===== config.mk =====
export PLATFORM = sky130hd
export DESIGN_NAME = thresholded_pixel_ratio_flat
export DESIGN_NICKNAME = d
export VERILOG_FILES = /design/src/sv/tpr_pkg.sv /design/src/sv/tpr_in_if.sv /design/src/sv/tpr_out_if.sv /design/src/sv/tpr_front.sv /design/src/sv/tpr_div.sv /design/src/sv/thresholded_pixel_ratio.sv /design/src/flat_wrapper.sv
export VERILOG_INCLUDE_DIRS = /design/src /design/src/sv
export SDC_FILE = /design/constraint.sdc
export NUM_CORES = 2
export LEC_CHECK = 0
export ABC_AREA = 1
export BUFFER_PORTS_ARGS = -buffer_cell sky130_fd_sc_hd__clkbuf_2
export CORE_ASPECT_RATIO = 1.4
export CORE_MARGIN = 4
export CORE_UTILIZATION = 40
export DETAILED_ROUTE_END_ITERATION = 16
export GPL_TIMING_DRIVEN = 0
export PLACE_DENSITY = 0.54
export SYNTH_ARGS = -nofsm -noshare
export SYNTH_HDL_FRONTEND = slang
export SYNTH_SLANG_ARGS = --single-unit

===== constraint.sdc =====
create_clock -name clk -period 8.19 [get_ports clk]
set_input_delay 1.2285 -clock clk [delete_from_list [all_inputs] [get_ports clk]]
set_output_delay 1.2285 -clock clk [all_outputs]
set_load 0.01 [all_outputs]

===== src/sv/thresholded_pixel_ratio_defines.svh =====
// assertion macros for the thresholded pixel ratio block
// included by the modules that carry concurrent checks
`ifndef THRESHOLDED_PIXEL_RATIO_DEFINES_SVH
`define THRESHOLDED_PIXEL_RATIO_DEFINES_SVH
`ifndef ASSERT_OFF
`define TPR_ASSERT_IMP(label, clk, rst_n, ante, cons, msg) \
  label: assert property (@(posedge clk) disable iff (!rst_n) (ante) |-> (cons)) \
    else $error(msg);
`define TPR_ASSERT_NEXT(label, clk, rst_n, ante, cons, msg) \
  label: assert property (@(posedge clk) disable iff (!rst_n) (ante) |=> (cons)) \
    else $error(msg);
`else
`define TPR_ASSERT_IMP(label, clk, rst_n, ante, cons, msg)
`define TPR_ASSERT_NEXT(label, clk, rst_n, ante, cons, msg)
`endif
`endif


===== src/sv/tpr_pkg.sv =====
// shared constants and types of the thresholded pixel ratio block
// no dependencies
package tpr_pkg;

  localparam int RATIO_BITS  = 16;
  localparam int THRESH_BITS = 16;
  localparam int GAIN_BITS   = 40;
  localparam int FRAC_BITS   = 16;
  localparam int ROUND_BIT   = FRAC_BITS - 1;
  localparam int FIELD_BITS  = 16;

  // quotient bits resolved per divider stage
  localparam int DIV_STEPS   = 4;
  localparam int DIV_STAGES  = RATIO_BITS / DIV_STEPS;

  localparam int CFG_INDEX_BITS = 1;
  localparam logic [CFG_INDEX_BITS-1:0] CFG_THRESHOLD = 1'd0;
  localparam logic [CFG_INDEX_BITS-1:0] CFG_GAIN      = 1'd1;

  localparam logic [THRESH_BITS-1:0] THRESH_RESET = 16'd1;
  localparam logic [GAIN_BITS-1:0]   GAIN_RESET   = 40'd65536;

  typedef struct packed {
    logic zero;
    logic sat;
  } tpr_flags_t;

endpackage


===== src/sv/tpr_in_if.sv =====
// input channel: one numerator and one denominator pixel per transaction
// depends on tpr_pkg
interface tpr_in_if;
  import tpr_pkg::*;

  logic                  valid;
  logic                  ready;
  logic [FIELD_BITS-1:0] pixel_num;
  logic [FIELD_BITS-1:0] pixel_den;

  modport source (output valid, output pixel_num, output pixel_den, input ready);
  modport sink   (input valid, input pixel_num, input pixel_den, output ready);
endinterface


===== src/sv/tpr_out_if.sv =====
// result channel: one ratio per transaction
// depends on tpr_pkg
interface tpr_out_if;
  import tpr_pkg::*;

  logic                  valid;
  logic                  ready;
  logic [RATIO_BITS-1:0] ratio;

  modport source (output valid, output ratio, input ready);
  modport sink   (input valid, input ratio, output ready);
endinterface


===== src/sv/tpr_front.sv =====
// front stages: threshold test and gain multiply, then rounding add and overflow test
// depends on tpr_pkg and thresholded_pixel_ratio_defines.svh
`include "thresholded_pixel_ratio_defines.svh"

module tpr_front #(
  parameter int PIXEL_BITS = 16
) (
  input  logic                             clk,
  input  logic                             rst_n,
  input  logic [tpr_pkg::THRESH_BITS-1:0]  threshold,
  input  logic [tpr_pkg::GAIN_BITS-1:0]    gain,
  input  logic                             in_valid,
  output logic                             in_ready,
  input  logic [PIXEL_BITS-1:0]            pixel_num,
  input  logic [PIXEL_BITS-1:0]            pixel_den,
  output logic                             out_valid,
  input  logic                             out_ready,
  output tpr_pkg::tpr_flags_t              out_flags,
  output logic [PIXEL_BITS-1:0]            out_rem,
  output logic [tpr_pkg::RATIO_BITS-1:0]   out_lo,
  output logic [PIXEL_BITS-1:0]            out_den
);
  import tpr_pkg::*;

  localparam int PW = GAIN_BITS + PIXEL_BITS;
  localparam int NW = PW + 1;
  localparam int HW = NW - FRAC_BITS - RATIO_BITS;

  logic                  en1, en2;
  logic                  below;
  logic                  v1_r, v2_r;
  logic [PW-1:0]         prod1_r;
  logic [PIXEL_BITS-1:0] b1_r, b2_r;
  logic                  zero1_r;
  logic [NW-1:0]         sum2;
  logic [HW-1:0]         hi2;
  tpr_flags_t            flags2_r, flags2_nxt;
  logic [PIXEL_BITS-1:0] rem2_r;
  logic [RATIO_BITS-1:0] lo2_r;

  assign en2      = !v2_r || out_ready;
  assign en1      = !v1_r || en2;
  assign in_ready = en1;

  assign below = (THRESH_BITS'(pixel_num) < threshold) || (THRESH_BITS'(pixel_den) < threshold);

  // numerator times gain plus half the divisor, both in units of 2^-16
  assign sum2 = NW'(prod1_r) + (NW'(b1_r) << ROUND_BIT);
  assign hi2  = sum2[NW-1:FRAC_BITS+RATIO_BITS];

  always_comb begin
    flags2_nxt.zero = zero1_r;
    flags2_nxt.sat  = hi2 >= HW'(b1_r);
  end

  always_ff @(posedge clk) begin
    if (!rst_n) begin
      v1_r <= 1'b0;
      v2_r <= 1'b0;
    end else begin
      if (en1) v1_r <= in_valid;
      if (en2) v2_r <= v1_r;
    end
    if (en1 && in_valid) begin
      prod1_r <= PW'(gain) * PW'(pixel_num);
      b1_r    <= pixel_den;
      zero1_r <= below;
    end
    if (en2 && v1_r) begin
      flags2_r <= flags2_nxt;
      rem2_r   <= hi2[PIXEL_BITS-1:0];
      lo2_r    <= sum2[FRAC_BITS+RATIO_BITS-1:FRAC_BITS];
      b2_r     <= b1_r;
    end
  end

  assign out_valid = v2_r;
  assign out_flags = flags2_r;
  assign out_rem   = rem2_r;
  assign out_lo    = lo2_r;
  assign out_den   = b2_r;

  `TPR_ASSERT_NEXT(a_below_gives_zero, clk, rst_n, in_valid && in_ready && below, v1_r && zero1_r, "pixel below threshold not flagged")
  `TPR_ASSERT_IMP(a_rem_below_den, clk, rst_n, v2_r && !flags2_r.sat, rem2_r < b2_r, "partial remainder not below denominator")

endmodule


===== src/sv/tpr_div.sv =====
// pipelined restoring divider, a few quotient bits per stage, with final select
// depends on tpr_pkg and thresholded_pixel_ratio_defines.svh
`include "thresholded_pixel_ratio_defines.svh"

module tpr_div #(
  parameter int PIXEL_BITS = 16
) (
  input  logic                             clk,
  input  logic                             rst_n,
  input  logic                             in_valid,
  output logic                             in_ready,
  input  tpr_pkg::tpr_flags_t              in_flags,
  input  logic [PIXEL_BITS-1:0]            in_rem,
  input  logic [tpr_pkg::RATIO_BITS-1:0]   in_lo,
  input  logic [PIXEL_BITS-1:0]            in_den,
  output logic                             out_valid,
  input  logic                             out_ready,
  output logic [tpr_pkg::RATIO_BITS-1:0]   out_ratio
);
  import tpr_pkg::*;

  // index 0 is the stage input, index s+1 the register of stage s
  logic                  sv   [DIV_STAGES+1];
  tpr_flags_t            sflg [DIV_STAGES+1];
  logic [PIXEL_BITS-1:0] srem [DIV_STAGES+1];
  logic [RATIO_BITS-1:0] slo  [DIV_STAGES+1];
  logic [RATIO_BITS-1:0] sq   [DIV_STAGES+1];
  logic [PIXEL_BITS-1:0] sden [DIV_STAGES+1];
  logic                  en   [DIV_STAGES+1];

  assign sv[0]   = in_valid;
  assign sflg[0] = in_flags;
  assign srem[0] = in_rem;
  assign slo[0]  = in_lo;
  assign sq[0]   = '0;
  assign sden[0] = in_den;

  assign en[DIV_STAGES] = out_ready;
  assign in_ready       = en[0];

  for (genvar s = 0; s < DIV_STAGES; s++) begin : g_stage
    logic                  v_r;
    tpr_flags_t            flg_r;
    logic [PIXEL_BITS-1:0] rem_r, rem_nxt;
    logic [RATIO_BITS-1:0] lo_r, lo_nxt;
    logic [RATIO_BITS-1:0] q_r, q_nxt;
    logic [PIXEL_BITS-1:0] den_r;

    assign en[s] = !v_r || en[s+1];

    always_comb begin
      logic [PIXEL_BITS:0] t;
      logic [PIXEL_BITS:0] d;
      rem_nxt = srem[s];
      lo_nxt  = slo[s];
      q_nxt   = sq[s];
      d       = {1'b0, sden[s]};
      for (int j = 0; j < DIV_STEPS; j++) begin
        t = {rem_nxt, lo_nxt[RATIO_BITS-1]};
        if (t >= d) begin
          t     = t - d;
          q_nxt = {q_nxt[RATIO_BITS-2:0], 1'b1};
        end else begin
          q_nxt = {q_nxt[RATIO_BITS-2:0], 1'b0};
        end
        rem_nxt = t[PIXEL_BITS-1:0];
        lo_nxt  = {lo_nxt[RATIO_BITS-2:0], 1'b0};
      end
    end

    always_ff @(posedge clk) begin
      if (!rst_n) begin
        v_r <= 1'b0;
      end else if (en[s]) begin
        v_r <= sv[s];
      end
      if (en[s] && sv[s]) begin
        flg_r <= sflg[s];
        rem_r <= rem_nxt;
        lo_r  <= lo_nxt;
        q_r   <= q_nxt;
        den_r <= sden[s];
      end
    end

    assign sv[s+1]   = v_r;
    assign sflg[s+1] = flg_r;
    assign srem[s+1] = rem_r;
    assign slo[s+1]  = lo_r;
    assign sq[s+1]   = q_r;
    assign sden[s+1] = den_r;
  end

  assign out_valid = sv[DIV_STAGES];

  always_comb begin
    if (sflg[DIV_STAGES].zero) begin
      out_ratio = '0;
    end else if (sflg[DIV_STAGES].sat) begin
      out_ratio = '1;
    end else begin
      out_ratio = sq[DIV_STAGES];
    end
  end

  `TPR_ASSERT_IMP(a_first_rem_ok, clk, rst_n, sv[1] && !sflg[1].sat, srem[1] < sden[1], "divider remainder out of range after first stage")
  `TPR_ASSERT_IMP(a_last_rem_ok, clk, rst_n, sv[DIV_STAGES] && !sflg[DIV_STAGES].sat, srem[DIV_STAGES] < sden[DIV_STAGES], "divider remainder out of range at output")

endmodule


===== src/sv/thresholded_pixel_ratio.sv =====
// channel   | dir | transaction payload
// in_pix    | in  | pixel_num[15:0], pixel_den[15:0]
// out_res   | out | ratio[15:0]
// cfg_*     | in  | cfg_index 0 threshold[15:0], 1 gain[39:0] (U24.16)
//
// one pixel pair accepted per cycle while in_pix.ready is high; each result passes through
// two front stages for multiply and rounding add, then four divider stages of four bits
// every stage has its own valid bit, so bubbles close up under an output stall
// in_pix.ready falls only when all six stages hold a result
// synchronous active-low reset empties the pipeline and sets threshold 1, gain 1.0
// top level: config registers, front stages and divider
// depends on tpr_pkg, tpr_in_if, tpr_out_if, tpr_front, tpr_div and the defines header
`include "thresholded_pixel_ratio_defines.svh"

module thresholded_pixel_ratio #(
  parameter int PIXEL_BITS = 16
) (
  input  logic                                clk,
  input  logic                                rst_n,
  tpr_in_if.sink                              in_pix,
  tpr_out_if.source                           out_res,
  input  logic                                cfg_we,
  input  logic [tpr_pkg::CFG_INDEX_BITS-1:0]  cfg_index,
  input  logic [tpr_pkg::GAIN_BITS-1:0]       cfg_wdata
);
  import tpr_pkg::*;

  logic [THRESH_BITS-1:0] threshold_r;
  logic [GAIN_BITS-1:0]   gain_r;

  logic                  mid_valid, mid_ready;
  tpr_flags_t            mid_flags;
  logic [PIXEL_BITS-1:0] mid_rem;
  logic [RATIO_BITS-1:0] mid_lo;
  logic [PIXEL_BITS-1:0] mid_den;

  always_ff @(posedge clk) begin
    if (!rst_n) begin
      threshold_r <= THRESH_RESET;
      gain_r      <= GAIN_RESET;
    end else if (cfg_we) begin
      case (cfg_index)
        CFG_THRESHOLD: threshold_r <= cfg_wdata[THRESH_BITS-1:0];
        CFG_GAIN:      gain_r      <= cfg_wdata;
        default: ;
      endcase
    end
  end

  tpr_front #(
    .PIXEL_BITS (PIXEL_BITS)
  ) u_front (
    .clk       (clk),
    .rst_n     (rst_n),
    .threshold (threshold_r),
    .gain      (gain_r),
    .in_valid  (in_pix.valid),
    .in_ready  (in_pix.ready),
    .pixel_num (in_pix.pixel_num[PIXEL_BITS-1:0]),
    .pixel_den (in_pix.pixel_den[PIXEL_BITS-1:0]),
    .out_valid (mid_valid),
    .out_ready (mid_ready),
    .out_flags (mid_flags),
    .out_rem   (mid_rem),
    .out_lo    (mid_lo),
    .out_den   (mid_den)
  );

  tpr_div #(
    .PIXEL_BITS (PIXEL_BITS)
  ) u_div (
    .clk       (clk),
    .rst_n     (rst_n),
    .in_valid  (mid_valid),
    .in_ready  (mid_ready),
    .in_flags  (mid_flags),
    .in_rem    (mid_rem),
    .in_lo     (mid_lo),
    .in_den    (mid_den),
    .out_valid (out_res.valid),
    .out_ready (out_res.ready),
    .out_ratio (out_res.ratio)
  );

  `TPR_ASSERT_IMP(a_ready_when_drained, clk, rst_n, !out_res.valid, in_pix.ready, "input stalled while output stage empty")

endmodule


===== src/flat_wrapper.sv =====
// flat-port wrapper written by rule: the top's interface ports become plain ports
module thresholded_pixel_ratio_flat import tpr_pkg::*;
#(
  parameter int PIXEL_BITS = 16
)
  (clk, rst_n, cfg_we, cfg_index, cfg_wdata, in_pix_valid, in_pix_pixel_num, in_pix_pixel_den, in_pix_ready, out_res_valid, out_res_ratio, out_res_ready);
  tpr_in_if in_pix_i ();
  tpr_out_if out_res_i ();
  input  logic clk;
  input  logic rst_n;
  input  logic cfg_we;
  input  logic [tpr_pkg::CFG_INDEX_BITS-1:0] cfg_index;
  input  logic [tpr_pkg::GAIN_BITS-1:0] cfg_wdata;
  input wire logic [$bits(in_pix_i.valid)-1:0] in_pix_valid;
  input wire logic [$bits(in_pix_i.pixel_num)-1:0] in_pix_pixel_num;
  input wire logic [$bits(in_pix_i.pixel_den)-1:0] in_pix_pixel_den;
  output wire logic [$bits(in_pix_i.ready)-1:0] in_pix_ready;
  output wire logic [$bits(out_res_i.valid)-1:0] out_res_valid;
  output wire logic [$bits(out_res_i.ratio)-1:0] out_res_ratio;
  input wire logic [$bits(out_res_i.ready)-1:0] out_res_ready;
  assign in_pix_i.valid = in_pix_valid;
  assign in_pix_i.pixel_num = in_pix_pixel_num;
  assign in_pix_i.pixel_den = in_pix_pixel_den;
  assign in_pix_ready = in_pix_i.ready;
  assign out_res_valid = out_res_i.valid;
  assign out_res_ratio = out_res_i.ratio;
  assign out_res_i.ready = out_res_ready;
  thresholded_pixel_ratio #(.PIXEL_BITS(PIXEL_BITS)) u_core (.clk(clk), .rst_n(rst_n), .in_pix(in_pix_i), .out_res(out_res_i), .cfg_we(cfg_we), .cfg_index(cfg_index), .cfg_wdata(cfg_wdata));
endmodule

==> summary.md <==
| Metric | Value |
|---|---|
| Overflow after GRT | `0` |
| Slew @ Worst Pin | `around 1.2 ns` |
| DRC Markers | `0` |
| I/O pin total | `96` |
| Vias per std cell | `5.15` |
| Via count | `~43000` |
| Clock transition at path regs | `0.06 ns` |
| Max frequency | `124 MHz` |
| Minimum clock period | `8.04 ns` |
| Ys async rst share | `0%` |
| Depth of the CTS H-tree | `2` |
| Syn Inst Count | `6398` |
| Startpoint Class | `input pin` |
| Layout area overhead | `13.9%` |
| WL met2 | `92500 um` |
| Worst relative slew slack | `21.8%` |
| Effective utilization at floorplan | `40.3%` |
| Required @ worst endpoint | `8.52 ns` |
| Worst hold path type | `reg -> reg` |
| Most frequent cells in the layout | `1716 x nand2_1, 1186 x inv_1, 545 x fa_1` |
| Final worst path period share | `98.2%` |
| Post-DP HPWL | `143000 um` |
| Yosys warnings | `0` |
| TritonCTS clock tree | `done` |
| Slew Viols, Final | `0` |
| Fin area | `55700 um2` |
| DIE HEIGHT | `422 um` |
| Clock Skews | `about 0.035 ns` |
| Syn_nets | `7463` |
| DRT Pass-1 Iters | `6` |
| Fin nets | `7748` |
| Initial drt markers | `2012` |
| Post-DRT Antenna Nets | `0` |
| CTS Hold Bufs | `0` |
| Max Cap Viol | `0` |
| M1 WL | `58400 um` |
| Clock sink total | `338` |
| Mapped Area | `48900 um2` |
| Top Layer Used | `met4` |
| Critical Path AT | `between 8 and 9 ns` |
| Clk Latency, worst-skew pair | `0.59 ns` |
| Post-synth EDFFs | `roughly 280` |
| Clock tree buffer depth | `3` |
| Placer Congestion | `0.975` |
| Most common cell after layout, fill and taps aside | `nand2_1` |
| FF+latch count, synth | `338` |
| Initial antenna violation count | `1` |
| Diode count | `0` |
| IO Port Bufs | `94` |
| Crit end category | `flop` |
| Fin cells | `8319` |
| Largest net degree at the start of global routing | `49` |
| Hold Vio Cnt, Final | `0` |
| CTS root buf | `clkbuf_16` |
| Crit-path max FO | `10` |
| Met3 WL | `5640 um` |
| Final setup vio count | `0` |
| Synth cell types | `60` |
| First-pass GRT wire length | `255000 um` |
| Hold_ws | `0.408 ns` |
| Avg WL per Cell | `20.5 um` |
| Chip Width | `303 um` |
| Number of global-route vias before repair | `44406` |
| Run status | `finished, final reports clean` |
| Placed insts | `8104` |
| Total GRT Usage | `26.3%` |
| Register area share after synthesis | `a little under 20%` |
| Syn_area_per_cell | `7.64 um2` |
| Critical path class | `in -> reg` |
| Most used DFF post-synth | `edfxtp_1` |
| Post-DP Area | `51500 um2` |
| Share of post-route cells with drive strength above 1 | `10.3%` |
| Core ar. | `between 100000 and 150000 um2` |
| Num CTS Buffers | `39` |
| WL final | `170000 um` |
| Num rows | `around 150` |
| Die ar. | `128000 um2` |
==> path summary, 6_finish.rpt <==
kind	startpoint	end	slack [ns]	cells past startpoint
worst min-delay path	u_core.u_front.out_lo[9]$_DFFE_PP_	u_core.u_div.g_stage[0].lo_r[13]$_DFFE_PP_	0.41	0
worst max-delay path	in_pix_pixel_num[11]	u_core.u_front.prod1_r[42]$_DFFE_PP_	0.15	22
worst min register to register	u_core.u_front.out_lo[9]$_DFFE_PP_	u_core.u_div.g_stage[0].lo_r[13]$_DFFE_PP_	0.41	0
worst max register to register	u_core.gain_r[11]$_SDFFE_PN0P_	u_core.u_front.prod1_r[42]$_DFFE_PP_	0.34	20
==> registers in the layout, summed over array words and instances, names as in the netlist, 2 cells and up <==
signal,count
u_core.u_front.prod1_r,41
u_core.u_front.out_den,16
u_core.gain_r,40
u_core.u_div.g_stage.lo_r,24
u_core.u_div.g_stage.flg_r,8
u_core.u_div.g_stage.v_r,3
u_core.u_front.out_lo,16
u_core.u_front.b1_r,16
u_core.u_div.g_stage.rem_r,48
u_core.u_front.out_flags,2
u_core.u_div.g_stage.den_r,48
u_core.threshold_r,16
u_core.u_front.out_rem,16
u_core.u_div.g_stage.q_r,40
==> per-layer routing <==
metal,GRT usage [%],up-vias
li1,-,20609
met1,26.2,20575
met2,51.4,1159
met3,2.03,465
met4,16.7,0
met5,0,-
==> cell usage after synthesis (7+ instances only) <==
library cell  count  area share [%]
a21oi_1         322             3.3
fa_1            545              22
buf_6            15            0.35
o21ai_1          46            0.47
nand2_2          12            0.15
a21o_1           30            0.46
ha_1            442              11
o211ai_1         13            0.20
a21boi_0         16            0.25
o21bai_1         17            0.26
nand2_1        1737              13
nand4_1          70            0.90
o21a_1           22            0.34
inv_1          1243             9.5
xor2_1          151             2.7
edfxtp_1        276              17
nor2_1          394             3.0
nor4_1           18            0.23
a31oi_1          28            0.36
nand3_1         224             2.3
buf_4            12            0.18
nor3_1           36            0.37
o21ai_2          11            0.20
nand3b_1         20            0.31
or2_2             7           0.090
dfxtp_1          62             2.5
o21ai_0         255             2.6
buf_2            10            0.10
clkbuf_1        171             1.3
xnor2_1         107             1.9
==> metrics by stage <==
| step | utilization (%) | setup TNS (ns) | setup slack (ns) |
|---|---|---|---|
| final | 46.0 | 0 | 0.150 |
| after global routing | 46.0 | -0.529 | -0.0669 |
| after CTS | 44.6 | 0 | 0.000627 |
| after detailed placement | 42.5 | -87.55 | -1.70 |
| after global placement | 42.4 | -86.15 | -1.66 |
| after floorplan | - | 0 | 0.756 |
==> area by class of cell <==
| type | count | area [um2] |
|---|---|---|
| Clock inverter | 29 | 332 |
| Timing Repair Buffer | 245 | 1730 |
| Inverter | 1248 | 4860 |
| Clock buffer | 42 | 987 |
| Tap cell | 1606 | 2010 |
| Buffer | 208 | 1040 |
| Fill cell | 12348 | 65400 |
| Multi-Input combinational cell | 4603 | 35200 |
| Sequential cell | 338 | 9530 |
==> critical path, stage by stage <==
cell      delay, ns
clkbuf_2       0.31
clkbuf_1       0.85
nand2_1        0.12
inv_1          0.12
fa_1           0.43
inv_1          0.09
fa_1           0.43
fa_1           0.53
fa_1           0.44
fa_1           0.50
inv_1          0.05
fa_1           0.44
ha_1           0.45
a21oi_1        0.42
o21ai_0        0.28
a21oi_1        0.42
nand3_1        0.36
a21oi_1        0.37
o21ai_1        0.19
nand2_1        0.10
nand2_1        0.08
xor2_1         0.15
==> cell families (layout without fill, tap and decap cells) <==
family                   after synthesis  in the layout  share of synthesized area (%)
AND/OR/NAND/NOR                     2552           2553                           21.4
AO/OA/AOI/OAI                        805            805                           9.27
adder cells (fa/ha/maj)              987            987                           33.6
XOR/XNOR                             258            258                           4.62
buffers and inverters               1458           1772                           11.6
flip-flops                           338            338                           19.5
==> repair_timing <==
item	CTS	global route
endpoints found under the hold margin	0	0
setup endpoints to repair	60	55
pin swaps	13	59
cloned	1	4
setup buffers	74	67
gates resized for setup	158	246
Power is left out: the tool's default activity adds up to more than one toggle a clock period on the data nets, which glitch-free logic cannot reach.
